===== config.mk =====
export PLATFORM = sky130hd
export DESIGN_NAME = golomb_rice_bit_packer_flat
export DESIGN_NICKNAME = d
export VERILOG_FILES = /design/src/hw/rtl/grbp_pkg.sv /design/src/hw/rtl/grbp_if.sv /design/src/hw/rtl/grbp_front.sv /design/src/hw/rtl/grbp_queue.sv /design/src/hw/rtl/grbp_back.sv /design/src/hw/rtl/golomb_rice_bit_packer.sv /design/src/flat_wrapper.sv
export SDC_FILE = /design/constraint.sdc
export NUM_CORES = 1
export LEC_CHECK = 0
export ABC_AREA = 1
export BUFFER_PORTS_ARGS = -buffer_cell sky130_fd_sc_hd__buf_2
export CAP_MARGIN = 20
export CORE_UTILIZATION = 55
export DETAILED_ROUTE_END_ITERATION = 10
export PLACE_DENSITY_LB_ADDON = 0.08
export SLEW_MARGIN = 20
export SYNTH_ARGS = -nofsm -noshare
export SYNTH_HDL_FRONTEND = slang
export SYNTH_SLANG_ARGS = --single-unit
export TNS_END_PERCENT = 30

===== constraint.sdc =====
create_clock -name clk -period 11.1 [get_ports clk]
set_clock_uncertainty 0.1 [all_clocks]
set_input_delay 1.665 -clock clk [delete_from_list [all_inputs] [get_ports clk]]
set_output_delay 1.665 -clock clk [all_outputs]
set_load 0.02 [all_outputs]

===== src/hw/rtl/grbp_pkg.sv =====
package grbp_pkg;

  // Byte and code geometry
  localparam int BYTE_W = 8;
  localparam int CNT_W  = 3;    // pending bit count, 0..7
  localparam int KEEP_W = 7;    // leftover bits held between items
  localparam int K_W    = 4;    // Rice parameter width
  localparam int REM_W  = 16;   // left-aligned remainder shifter, k up to 15

  // Queue occupancy seen by the front and back
  typedef struct packed {
    logic not_full;
    logic not_empty;
  } q_status_t;

endpackage


===== src/hw/rtl/grbp_if.sv =====
interface grbp_item_if #(
  parameter int ERROR_WIDTH = 9
);
  logic                   valid;
  logic                   ready;
  logic [ERROR_WIDTH-1:0] error_value;
  logic [3:0]             rice_k;

  modport source (output valid, output error_value, output rice_k, input ready);
  modport sink   (input valid, input error_value, input rice_k, output ready);
endinterface

interface grbp_byte_if;
  logic       valid;
  logic       ready;
  logic [7:0] out_byte;
  logic       last_byte;

  modport source (output valid, output out_byte, output last_byte, input ready);
  modport sink   (input valid, input out_byte, input last_byte, output ready);
endinterface


===== src/hw/rtl/grbp_front.sv =====
module grbp_front
  import grbp_pkg::*;
#(
  parameter int ERROR_WIDTH = 9
) (
  grbp_item_if.sink              item,
  input  q_status_t              status,
  output logic                   push,
  output logic [REM_W-1:0]       rem_sh,
  output logic [K_W-1:0]         rem_len,
  output logic [ERROR_WIDTH-1:0] zeros
);

  logic [REM_W-1:0] value_ext;
  logic [REM_W-1:0] rem_mask;
  logic [4:0]       align;

  assign item.ready = status.not_full;
  assign push       = item.valid && status.not_full;

  // Remainder goes MSB-first, so park it at the top of the shifter
  always_comb begin
    value_ext = REM_W'(item.error_value);
    rem_mask  = (REM_W'(1) << item.rice_k) - REM_W'(1);
    align     = 5'(REM_W) - {1'b0, item.rice_k};
    rem_sh    = (value_ext & rem_mask) << align;
    rem_len   = item.rice_k;
    zeros     = item.error_value >> item.rice_k;
  end

endmodule


===== src/hw/rtl/grbp_queue.sv =====
module grbp_queue
  import grbp_pkg::*;
#(
  parameter int WIDTH = 29
) (
  input  logic             clk,
  input  logic             rst,
  input  logic             push,
  input  logic [WIDTH-1:0] din,
  input  logic             pop,
  output logic [WIDTH-1:0] dout,
  output q_status_t        status
);

  logic [WIDTH-1:0] mem [2];
  logic             wr_ptr;
  logic             rd_ptr;
  logic [1:0]       count;

  assign dout             = mem[rd_ptr];
  assign status.not_full  = (count != 2'd2);
  assign status.not_empty = (count != 2'd0);

  always_ff @(posedge clk) begin
    if (push) begin
      mem[wr_ptr] <= din;
    end
  end

  always_ff @(posedge clk) begin
    if (rst) begin
      wr_ptr <= 1'b0;
      rd_ptr <= 1'b0;
      count  <= 2'd0;
    end else begin
      if (push) begin
        wr_ptr <= ~wr_ptr;
      end
      if (pop) begin
        rd_ptr <= ~rd_ptr;
      end
      count <= count + 2'(push) - 2'(pop);
    end
  end

endmodule


===== src/hw/rtl/grbp_back.sv =====
module grbp_back
  import grbp_pkg::*;
#(
  parameter int ERROR_WIDTH = 9
) (
  input  logic                   clk,
  input  logic                   rst,
  input  q_status_t              status,
  input  logic [REM_W-1:0]       head_rem,
  input  logic [K_W-1:0]         head_r,
  input  logic [ERROR_WIDTH-1:0] head_z,
  output logic                   pop,
  grbp_byte_if.source            code
);

  localparam int TW = ERROR_WIDTH + 1;

  logic                   busy;
  logic [REM_W-1:0]       w_rem;
  logic [K_W-1:0]         w_r;
  logic [ERROR_WIDTH-1:0] w_z;
  logic [KEEP_W-1:0]      pending;
  logic [CNT_W-1:0]       cnt;

  logic [REM_W-1:0]       cur_rem;
  logic [K_W-1:0]         cur_r;
  logic [ERROR_WIDTH-1:0] cur_z;
  logic                   active;
  logic                   step;
  logic [TW-1:0]          rz;
  logic [TW-1:0]          total;
  logic [3:0]             avail;
  logic [3:0]             room;
  logic [3:0]             take;
  logic [7:0]             chunk;
  logic [15:0]            merged;
  logic [3:0]             fill;
  logic                   emit;
  logic [3:0]             dr;
  logic [3:0]             dz;
  logic                   done;
  logic                   last;
  logic [REM_W-1:0]       rem_next;
  logic [K_W-1:0]         r_next;
  logic [ERROR_WIDTH-1:0] z_next;

  always_comb begin
    cur_rem = busy ? w_rem : head_rem;
    cur_r   = busy ? w_r   : head_r;
    cur_z   = busy ? w_z   : head_z;
    active  = busy || status.not_empty;
    step    = active && (!code.valid || code.ready);

    // Remaining code length: remainder bits, zeros, terminating one
    rz    = TW'(cur_r) + TW'(cur_z);
    total = rz + TW'(1);
    avail = (total >= TW'(8)) ? 4'd8 : total[3:0];
    room  = 4'd8 - {1'b0, cnt};
    take  = (avail < room) ? avail : room;

    // Next eight code bits, MSB first
    chunk = cur_rem[REM_W-1 -: 8] & ~(8'hFF >> cur_r);
    if (rz < TW'(8)) begin
      chunk = chunk | (8'h80 >> rz[2:0]);
    end

    merged = (16'({1'b0, pending}) << take) | 16'(chunk >> (4'd8 - take));
    fill   = {1'b0, cnt} + take;
    emit   = fill[3];

    dr       = (4'(cur_r) < take) ? 4'(cur_r) : take;
    dz       = take - dr;
    rem_next = cur_rem << dr;
    r_next   = cur_r - K_W'(dr);
    z_next   = (ERROR_WIDTH'(dz) > cur_z) ? '0 : cur_z - ERROR_WIDTH'(dz);
    done     = (TW'(take) == total);
    last     = ((total - TW'(take)) < TW'(8));

    pop = step && !busy;
  end

  always_ff @(posedge clk) begin
    if (rst) begin
      busy       <= 1'b0;
      pending    <= '0;
      cnt        <= '0;
      code.valid <= 1'b0;
    end else begin
      if (step) begin
        busy <= !done;
        if (emit) begin
          pending <= '0;
          cnt     <= '0;
        end else begin
          pending <= merged[KEEP_W-1:0];
          cnt     <= fill[CNT_W-1:0];
        end
      end
      if (step && emit) begin
        code.valid <= 1'b1;
      end else if (code.ready) begin
        code.valid <= 1'b0;
      end
    end
  end

  always_ff @(posedge clk) begin
    if (step) begin
      w_rem <= rem_next;
      w_r   <= r_next;
      w_z   <= z_next;
    end
    if (step && emit) begin
      code.out_byte  <= merged[7:0];
      code.last_byte <= last;
    end
  end

endmodule


===== src/hw/rtl/golomb_rice_bit_packer.sv =====
// Channel | Dir | Modport              | Payload
// item    | in  | grbp_item_if.sink    | error_value[ERROR_WIDTH], rice_k[4]
// code    | out | grbp_byte_if.source  | out_byte[8], last_byte
//
// The back packer works through the code in byte-aligned pieces, one per cycle
// whenever its output register is free, one piece per completed byte plus one
// more when bits are left over. The back starts an item once the item is
// registered in the queue and the back is done with the previous item.
// Reset (rst, synchronous) clears pending bits, the queue and output valid.
// A stall on code holds the packer; the two-entry queue keeps taking items
// until it fills.
module golomb_rice_bit_packer
  import grbp_pkg::*;
#(
  parameter int ERROR_WIDTH = 9
) (
  input  logic        clk,
  input  logic        rst,
  grbp_item_if.sink   item,
  grbp_byte_if.source code
);

  localparam int QW = REM_W + K_W + ERROR_WIDTH;

  q_status_t              status;
  logic                   push;
  logic                   pop;
  logic [REM_W-1:0]       rem_sh;
  logic [K_W-1:0]         rem_len;
  logic [ERROR_WIDTH-1:0] zeros;
  logic [QW-1:0]          q_din;
  logic [QW-1:0]          q_dout;

  // Front: decode value and k into remainder shifter, length and zero run
  grbp_front #(.ERROR_WIDTH(ERROR_WIDTH)) u_front (
    .item    (item),
    .status  (status),
    .push    (push),
    .rem_sh  (rem_sh),
    .rem_len (rem_len),
    .zeros   (zeros)
  );

  assign q_din = {rem_sh, rem_len, zeros};

  // Two-entry queue decouples intake from byte packing
  grbp_queue #(.WIDTH(QW)) u_queue (
    .clk    (clk),
    .rst    (rst),
    .push   (push),
    .din    (q_din),
    .pop    (pop),
    .dout   (q_dout),
    .status (status)
  );

  // Back: packs code bits into bytes, keeps up to seven leftover bits
  grbp_back #(.ERROR_WIDTH(ERROR_WIDTH)) u_back (
    .clk      (clk),
    .rst      (rst),
    .status   (status),
    .head_rem (q_dout[QW-1 -: REM_W]),
    .head_r   (q_dout[ERROR_WIDTH +: K_W]),
    .head_z   (q_dout[ERROR_WIDTH-1:0]),
    .pop      (pop),
    .code     (code)
  );

endmodule


===== src/flat_wrapper.sv =====
// flat-port wrapper written by rule: the top's interface ports become plain ports
module golomb_rice_bit_packer_flat import grbp_pkg::*;
#(
  parameter int ERROR_WIDTH = 9
)
  (clk, rst, item_valid, item_error_value, item_rice_k, item_ready, code_valid, code_out_byte, code_last_byte, code_ready);
  grbp_item_if #(.ERROR_WIDTH(ERROR_WIDTH)) item_i ();
  grbp_byte_if code_i ();
  input  logic clk;
  input  logic rst;
  input wire logic [$bits(item_i.valid)-1:0] item_valid;
  input wire logic [$bits(item_i.error_value)-1:0] item_error_value;
  input wire logic [$bits(item_i.rice_k)-1:0] item_rice_k;
  output wire logic [$bits(item_i.ready)-1:0] item_ready;
  output wire logic [$bits(code_i.valid)-1:0] code_valid;
  output wire logic [$bits(code_i.out_byte)-1:0] code_out_byte;
  output wire logic [$bits(code_i.last_byte)-1:0] code_last_byte;
  input wire logic [$bits(code_i.ready)-1:0] code_ready;
  assign item_i.valid = item_valid;
  assign item_i.error_value = item_error_value;
  assign item_i.rice_k = item_rice_k;
  assign item_ready = item_i.ready;
  assign code_valid = code_i.valid;
  assign code_out_byte = code_i.out_byte;
  assign code_last_byte = code_i.last_byte;
  assign code_i.ready = code_ready;
  golomb_rice_bit_packer #(.ERROR_WIDTH(ERROR_WIDTH)) u_core (.clk(clk), .rst(rst), .item(item_i), .code(code_i));
endmodule

After elaboration in Yosys (flattened, before gate mapping)

Memories as Yosys holds them, arrays and structs flattened. A register that Yosys moved wholly into a read port is not among the register bits.
Index checks and enable logic that the tools add are counted.

Output and inout port bits: 11
Input port bits: 17
Memories: 1
Word-level logic and storage cells: 75
ROM bits: 0
Flip-flop bits (word level): 54
Latch bits: 0
Bits in writable memories: 58

Reduce and logical (&&, ||, !) cells: 11
Add/subtract/negate cells: 13
Bitwise operators: 7
$lt $le $gt $ge: 6
Mux-type cells: 15
Divide/modulo/power cells: 0
Equal/unequal tests: 2
Multiply operators: 0
Shifts and indexed selects: 8

Memory list:

| name               | words | width | read ports | clocked after Yosys merged registers in | write ports | RTL line         | text |
|---|---|---|---|---|---|---|---|
| u_core.u_queue.mem | 2     | 29    | 1          | 1                                       | 1           | grbp_queue.sv:15 | `logic [WIDTH-1:0] mem [2];` |

Operator list:

| kind                  | count |
|---|---|
| $lt 10x4->1 const B   | 2 |
| $and 9x16->16         | 1 |
| $mux 16               | 1 |
| $mux 4                | 4 |
| $or 8x8->8            | 2 |
| $shl 1x4->16 const A  | 1 |
| $shl 16x4->16         | 1 |
| $shl 16x5->16         | 1 |
| $sub 16x2->16 const B | 1 |
| $add 10x1->10 const B | 1 |
| $add 4x9->10          | 1 |
| $eq 4x10->1           | 1 |
| $ge 10x4->1 const B   | 1 |
| $sub 10x4->10         | 1 |
| $gt 4x9->1            | 1 |
| $mux 9                | 1 |
| $shr 9x4->9           | 1 |
| $sub 9x4->9           | 1 |
| $and 8x8->8           | 1 |
| $lt 4x4->1            | 2 |
| $mux 8                | 1 |
| $not 8->8             | 1 |
| $shl 7x4->8           | 1 |
| $shr 8x3->8 const A   | 1 |
| 18 further kinds      | 32 |

Longest topological paths before layout

Gate-level depths: netlist of the first run.

Depth in word-level cells: 11
Depth in mapped cells: 58
Gate-level depth less buffers: 51

Hierarchy

Synthesis of the first run repeated with hierarchy kept, for this count alone.

Cells, all modules: 1114
Area, all modules: 8728.4 µm²

Modules (own cells, without submodules):

| module     | cells an instance | area each (µm²) | sequential area each (µm²) | instances |
|---|---|---|---|---|
| grbp_back  | 748               | 5147.4          | 1381.3                     | 1 |
| grbp_queue | 121               | 2357.3          | 1841.8                     | 1 |
| grbp_front | 245               | 1223.7          | 0.0                        | 1 |

Least setup slack after synthesis of the first run

Ideal clock, no wire load.

Path type: reg2reg
Start: reg u_core.u_back.busy
End: reg u_core.u_back.w_z[8], data pin
Required time: 10.741 ns
Arrival time: 7.416 ns
Stages on the path, launching flop included: 57
Path slack: 3.325 ns
Period minus slack after synthesis: 7.775 ns
Cells stage by stage: dfxtp_1 > buf_4 > inv_4 > buf_8 > clkbuf_1 > clkbuf_1 > clkbuf_1 > clkbuf_1 > o211ai_1 > o21ai_0 > ha_1 > inv_1 > fa_1 > inv_1 > ha_1 > nand2_1 > nand3b_4 > nor2_2 > [21 not listed] > ha_1 > inv_1 > ha_1 > or2_2 > xnor2_1 > ha_1 > inv_1 > nor2_1 > a221oi_1 > nor2_1 > inv_1 > nand2_1 > nor2_1 > inv_1 > nor2_1 > inv_1 > o21ai_0 > a21oi_1

Cells in the longest elaborated chain, start to end: 11
Elaborated cells on any way between the ends: 13
Classes of those cells: add/sub (4); order compare (4); mux (5)

RTL lines:

| element                                          | RTL line                         | text |
|---|---|---|
| from (decl)                                      | grbp_back.sv:18                  | `logic busy;` |
| from (signal assigned)                           | grbp_back.sv:90                  | `busy <= !done;` |
| $mux 4 / $mux 9 (equally long branches)          | grbp_back.sv:49, grbp_back.sv:50 |  |
| $add 4x9->10                                     | grbp_back.sv:55                  | `rz = TW'(cur_r) + TW'(cur_z);` |
| $add 10x1->10                                    | grbp_back.sv:56                  | `total = rz + TW'(1);` |
| $ge 10x4->1                                      | grbp_back.sv:57                  | `avail = (total >= TW'(8)) ? 4'd8 : total[3:0];` |
| $mux 4                                           | grbp_back.sv:57                  |  |
| $lt 4x4->1                                       | grbp_back.sv:59                  | `take = (avail < room) ? avail : room;` |
| $mux 4                                           | grbp_back.sv:59                  |  |
| $lt 4x4->1                                       | grbp_back.sv:71                  | `dr = (4'(cur_r) < take) ? 4'(cur_r) : take;` |
| $mux 4                                           | grbp_back.sv:71                  |  |
| $sub 4x4->4                                      | grbp_back.sv:72                  | `dz = take - dr;` |
| $sub 9x4->9 / $gt 4x9->1 (equally long branches) | grbp_back.sv:75                  | `z_next = (ERROR_WIDTH'(dz) > cur_z) ? '0 : cur_z - ERROR_WIDTH'(dz);` |
| to (signal assigned)                             | grbp_back.sv:111                 | `w_z <= z_next;` |
| to (decl)                                        | grbp_back.sv:21                  | `logic [ERROR_WIDTH-1:0] w_z;` |

Parallel ways exist; a longest one is shown, timed or not.
A chain may end at the register's enable or synchronous reset.

Final worst setup path of the first run

Ends and elaborated chain as after synthesis.

==> impl_results.md, run 1 <==
- Vias in the first global route: 6945
- Endpoint type of the worst setup path: register
- Final antenna-violating net count: 0
- Fmax: 118 MHz
- Delay of the slowest critical-path stage: 0.58 ns
- TritonCTS clock tree: done
- Total global-route track usage: 26.6%
- Crit path time final: 8.47 ns
- Syn avg cell area: 7.58 sq um
- Wire per inst: 15.0 um
- Crit path arrival time: 8.55 ns
- Initial DRC count: 490
- DRT Pass-1 Iters: 5
- Initial antenna violation count: 0
- Final Hold Viols: 0
- Remaining DRCs: 0
- Commonest non-fill, non-tap cell in the layout: nand2_1
- Commonest cells after routing, fill and taps aside: 294 x nand2_1, 132 x inv_1, 119 x nand3_1
- Placeable Area: 0.0152 sq mm
- Max cap viols: 0
- Die height: 127 um
- Status: finished, final reports clean
- H-tree depth: 4
- Cts repair resizes: 0
- Skew-Pair Late Insertion Delay: 0.43 ns
- Worst-margin pin slew: 0.709 ns
- Post-Syn Area: 0.00856 sq mm
- Area grow syn2layout: 8.83%
- Die area: 0.0161 sq mm
- Starting Density: 56.3%
- Seq. cell area: 0.00322 sq mm
- Ys flop type: edfxtp_1
- Multi-input gate area in the final layout: 0.00459 sq mm
- Number of synthesized register bits: 113
- Max Buffers Root-to-Sink: 2
- Cells after synthesis: 1129
- Sequential share of the synthesized area: 37.6%
- Die Wd: 127 um
- RSZ-0062 raised after global routing: false
- Global placement routability congestion: 0.933
- Post-synth top area share: 33.7%
- I/O pins: 28
- Detailed Place HPWL: 14800 um
- Mapped Nets: 1188
- Setup repair bufs after CTS: 0
- Setup violations, final: 0
- CP startpoint kind: register
- Total CTS buffers: 17
- Reg clk slew, reported paths: 0.06 ns
- CP required: 11.19 ns
- Final core utilization: 61.3%
- Post-synth EDFFs: 96
- Slowest CP cell: fa_1
- Drt total wl: 20100 um
- CP dominant cell by count: nand2_1
- Yosys top cell by area: edfxtp_1
- CTS root buf: clkbuf_16
- First-pass GRT wire length: 33300 um
- Top cells by area, synth: edfxtp_1 34%, nand2_1 13%, nand3_1 7.0%
- Yosys warns: 0
- Maximum fanout along the worst path: 58
- FILL cells: 1394
- Sink Count: 113
- Via count: 7531
- Pins Over Slew Limit: 0
- Hold Buf Count CTS: 0
- Final setup TNS: 0 ns
- Hold Path Class: register to register
- Port buffer count: 27
- FP Rows: 45
- Fraction of layout cells with a size suffix above 1: 14.3%
- Crit path kind: register to register
- Tcrit/Tclk final: 76.3%
- Async S/R FF share, synth: 0%
- Largest net degree at the start of global routing: 59
- Slew HR: 52.2%
- Avg Vias per Cell: 5.62
- Final nets: 1198
- Gr ovfl total: 0
- Post-synth cell types: 60
- Antenna diode count: 0
synthesized netlist by cell type (13+ instances only):
cell type	count
o21ai_0	85
nor2_1	70
nand2_1	294
ha_1	40
a21oi_1	36
nand3_1	119
or2_2	24
nand2_2	21
clkbuf_1	27
o211ai_1	21
inv_1	132
nand3_2	13
dfxtp_1	17
edfxtp_1	96
worst max-delay path: cells and delay by family, from the launching register on:
kind,cells,cell delay (ns)
simple gates,28,3.43
fa+ha+maj,6,1.76
buf+inv,8,1.33
compound gates,5,0.99
flops,1,0.42
xor+xnor,1,0.13
path summary, 6_finish.rpt:
path                                                from                        to  slack (ns)  cells after the start
worst max-delay path                  u_core.u_back.busy      u_core.u_back.w_z[8]        2.63                     48
worst min-delay path            u_core.u_back.pending[3]  u_core.u_back.pending[3]        0.37                      2
worst max register to register        u_core.u_back.busy      u_core.u_back.w_z[8]        2.63                     48
worst min register to register  u_core.u_back.pending[3]  u_core.u_back.pending[3]        0.37                      2
cells by family (layout without fill, tap and decap cells):
kind of cell	after synthesis	after routing	synth area share (%)
buffers and inverters	186	209	8.96
XOR/XNOR	16	16	1.72
AND/OR/NAND/NOR	589	589	32.5
flip-flops	113	113	37.6
multiplexers	3	3	0.351
AO/OA/AOI/OAI	180	180	12.5
adder cells (fa/ha/maj)	42	42	6.31
routing by layer:
metal	up-vias	GRT usage [%]	part of all wire (%)
li1	3797	-	-
met1	3440	33.1	45
met2	242	44.8	47
met3	52	5.27	4.9
met4	0	11.8	2.5
met5	-	0	0
sequential cells by signal, summed over array words and instances, names as in the netlist, named ones only:
register	flops
u_core.u_back.w_rem	16
u_core.u_back.code.out_byte	8
u_core.u_queue.rd_ptr	1
u_core.u_back.code.valid	1
u_core.u_back.busy	1
u_core.u_back.w_r	4
u_core.u_back.pending	7
u_core.u_back.cnt	3
u_core.u_queue.count	2
u_core.u_queue.wr_ptr	1
u_core.u_back.code.last_byte	1
u_core.u_back.w_z	9
u_core.u_queue.mem	58
area by class of cell:
class | instances | area share [%]
inverters | 145 | 5.87
multi-input cells | 830 | 49.3
well taps | 188 | 2.52
clock buffers | 17 | 4.56
clock inverters | 15 | 1.32
repair buffers | 32 | 1.85
flip-flops and latches | 113 | 34.6
through the flow:
| step | worst slack, ns | cells | hold WS, ns | instance area (sq um) |
|---|---|---|---|---|
| after floorplan | 3.33 | 1129 | 0.345 | 8560 |
| after global placement | 2.93 | 1308 | 0.356 | 8770 |
| after detailed placement | 2.67 | 1308 | 0.361 | 8770 |
| after CTS | 2.64 | 1340 | 0.368 | 9320 |
| after global routing | 1.89 | 1340 | 0.395 | 9320 |
| final | 2.63 | 1340 | 0.366 | 9320 |
Power of run 1 is not shown: default switching activity piles up to over one toggle a cycle in this logic, so the estimate is an artifact.
==> run 2: changes to the inputs <==
clock period = 7.7 ns   (was 11.1 ns; I/O delays follow)
==> run 2 against run 1 <==
Effect of this change: sequential cell count stayed put; global-route usage hardly changed; hold slack worse by 0.00076 ns; wire length is 1.1% higher; worst setup slack worse by 2.0 ns; sequential share of layout area is 0.82 points lower; maximum frequency is 20% higher; critical path type unchanged; critical endpoint unchanged; largest cell class unchanged.
==> impl_results.md, run 2 (same netlist as run 1, synthesis figures left out) <==
- Status: finished, final reports clean (unchanged)
- Commonest cells after routing, fill and taps aside: 293 x nand2_1, 129 x inv_1, 119 x nand3_1 (was 294 x nand2_1, 132 x inv_1, 119 x nand3_1)
- Commonest non-fill, non-tap cell in the layout: nand2_1 (unchanged)
- Die Wd: 127 um (unchanged)
- Total global-route track usage: 26.6% (about the same)
- First-pass GRT wire length: 33500 um (was 33300 um)
- Pins Over Slew Limit: 0 (unchanged)
- Setup violations, final: 0 (unchanged)
- Hold Path Class: register to register (unchanged)
- Endpoint type of the worst setup path: register (unchanged)
- Via count: 7470 (was 7531)
- Hold path depth: 2 (unchanged)
- H-tree depth: 4 (unchanged)
- Drt total wl: 20400 um (was 20100 um)
- Largest net degree at the start of global routing: 34 (was 59)
- Placeable Area: 0.0152 sq mm (unchanged)
- Max Buffers Root-to-Sink: 2 (unchanged)
- Slew HR: 50.3% (was 52.2%)
- FILL cells: 1361 (was 1394)
- Crit path kind: register to register (unchanged)
- Remaining DRCs: 0 (unchanged)
- Vias in the first global route: 6865 (was 6945)
- Initial DRC count: 593 (was 490)
- Max cap viols: 0 (unchanged)
- Avg Vias per Cell: 5.50 (was 5.62)
- Initial antenna violation count: 0 (unchanged)
- Slowest CP cell: fa_2 (was fa_1)
- Final hold slack: 0.365 ns (was 0.366 ns)
- Die height: 127 um (unchanged)
- Crit path arrival time: 7.15 ns (was 8.55 ns)
- Port buffer count: 27 (unchanged)
- Area grow syn2layout: 11.6% (was 8.83%)
- CP Capture Point: u_core.u_back.w_z[8] (unchanged)
- Tcrit/Tclk final: 91.9% (was 76.3%)
- Maximum fanout along the worst path: 12 (was 58)
- Delay of the slowest critical-path stage: 0.46 ns (was 0.58 ns)
- CP startpoint kind: register (unchanged)
- Crit path time final: 7.08 ns (was 8.47 ns)
- CTS root buf: clkbuf_16 (unchanged)
- Die area: 0.0161 sq mm (unchanged)
- Total CTS buffers: 17 (unchanged)
- Sink Count: 113 (unchanged)
- Most flops, register: u_core.u_queue.mem (unchanged)
- Gr ovfl total: 0 (unchanged)
- Antenna diode count: 0 (unchanged)
- Worst-margin pin slew: 0.737 ns (was 0.709 ns)
- Fmax: 141 MHz (was 118 MHz)
- Global placement routability congestion: 0.930 (was 0.933)
- Largest regs: u_core.u_queue.mem x58, u_core.u_back.w_rem x16, u_core.u_back.w_z x9 (unchanged)
- R2r endpoint: u_core.u_back.w_z[8] (unchanged)
- TritonCTS clock tree: done (unchanged)
- Reg clk slew, reported paths: 0.06 ns (about the same)
- FF-to-FF path depth: 49 (was 48)
- Final Hold Viols: 0 (unchanged)
- CP dominant cell by count: nand2_1 (unchanged)
- Fraction of layout cells with a size suffix above 1: 16.7% (was 14.3%)
- Starting Density: 56.3% (unchanged)
- Detailed Place HPWL: 14900 um (was 14800 um)
- Skew-Pair Late Insertion Delay: 0.42 ns (was 0.43 ns)
- DRT Pass-1 Iters: 5 (unchanged)
- Final nets: 1217 (was 1198)
- I/O pins: 28 (unchanged)
- R2r setup slk: 0.62 ns (was 2.63 ns)
- Max FFs per register: 58 (unchanged)
- Final antenna-violating net count: 0 (unchanged)
- FP Rows: 45 (unchanged)
- Wire per inst: 15.0 um (about the same)
- CP required: 7.77 ns (was 11.19 ns)
run 2: changes by cell type in the layout (fill, tap and decap cells not counted), moves of 3 or more:
cell / before / now
buf_4: 5 / 24
o21ai_0: 85 / 81
o21ai_1: 7 / 11
clkinv_4: 2 / 5
inv_1: 132 / 129
run 2: stage by stage:
stage | worst slack (ns) | TNS, ns | cell area, sq um | util, % | instances
2_1_floorplan | 0.00442 | 0 | 8560 | - | 1129
3_3_place_gp | 0.402 | 0 | 8870 | 58.3 | 1321
3_5_place_dp | 0.148 | 0 | 8870 | 58.3 | 1321
4_1_cts | 0.0975 | 0 | 9470 | 62.3 | 1353
5_1_grt | -0.0829 | -0.210 | 9560 | 62.9 | 1359
6_report | 0.621 | 0 | 9560 | 62.9 | 1359
run 2: final cells by class:
cell class | count | area [sq um] | area share [%]
Clock buffer | 17 | 425 | 4.45
Clock inverter | 15 | 174 | 1.82
Inverter | 145 | 552 | 5.77
Multi-Input combinational cell | 830 | 4630 | 48.4
Sequential cell | 113 | 3230 | 33.8
Tap cell | 188 | 235 | 2.46
Timing Repair Buffer | 51 | 315 | 3.30
run 2: repair_timing:
item,4_1_cts,5_1_grt
hold endpoints to repair,0,0
hold buffers,0,0
setup endpoints to repair,0,9
resized for setup,0,20
setup buffers,0,6
run 2: worst max-delay path, delay by kind of cell (launching register included):
family | cells | cell delay (ns)
compound gates | 5 | 0.55
flops | 1 | 0.38
xor+xnor | 1 | 0.14
simple gates | 29 | 3.25
buf+inv | 7 | 0.53
fa+ha+maj | 7 | 1.83
run 2: how the worst min path moves through the flow:
| stage | endpoint | slack, ns | start |
|---|---|---|---|
| 2_1_floorplan | u_core.u_back.pending[3] | 0.35 | u_core.u_back.pending[3] |
| 3_3_place_gp | u_core.u_back.pending[6] | 0.36 | u_core.u_back.pending[6] |
| 3_5_place_dp | u_core.u_back.pending[3] | 0.36 | u_core.u_back.pending[3] |
| 4_1_cts | u_core.u_back.pending[3] | 0.36 | u_core.u_back.pending[3] |
| 5_1_grt | u_core.u_back.pending[0] | 0.41 | u_core.u_back.pending[0] |
| 6_report | u_core.u_back.pending[3] | 0.36 | u_core.u_back.pending[3] |
run 2: layer usage:
| layer | track usage (%) | part of all wire [%] | up-vias |
|---|---|---|---|
| met2 | 43.6 | 46 | 187 |
| met5 | 0 | 0 | - |
| met3 | 5.02 | 4.8 | 34 |
| met1 | 35.2 | 46 | 3416 |
| met4 | 9.59 | 2.2 | 0 |
| li1 | - | - | 3833 |
Power of run 2 is left out for the same reason.
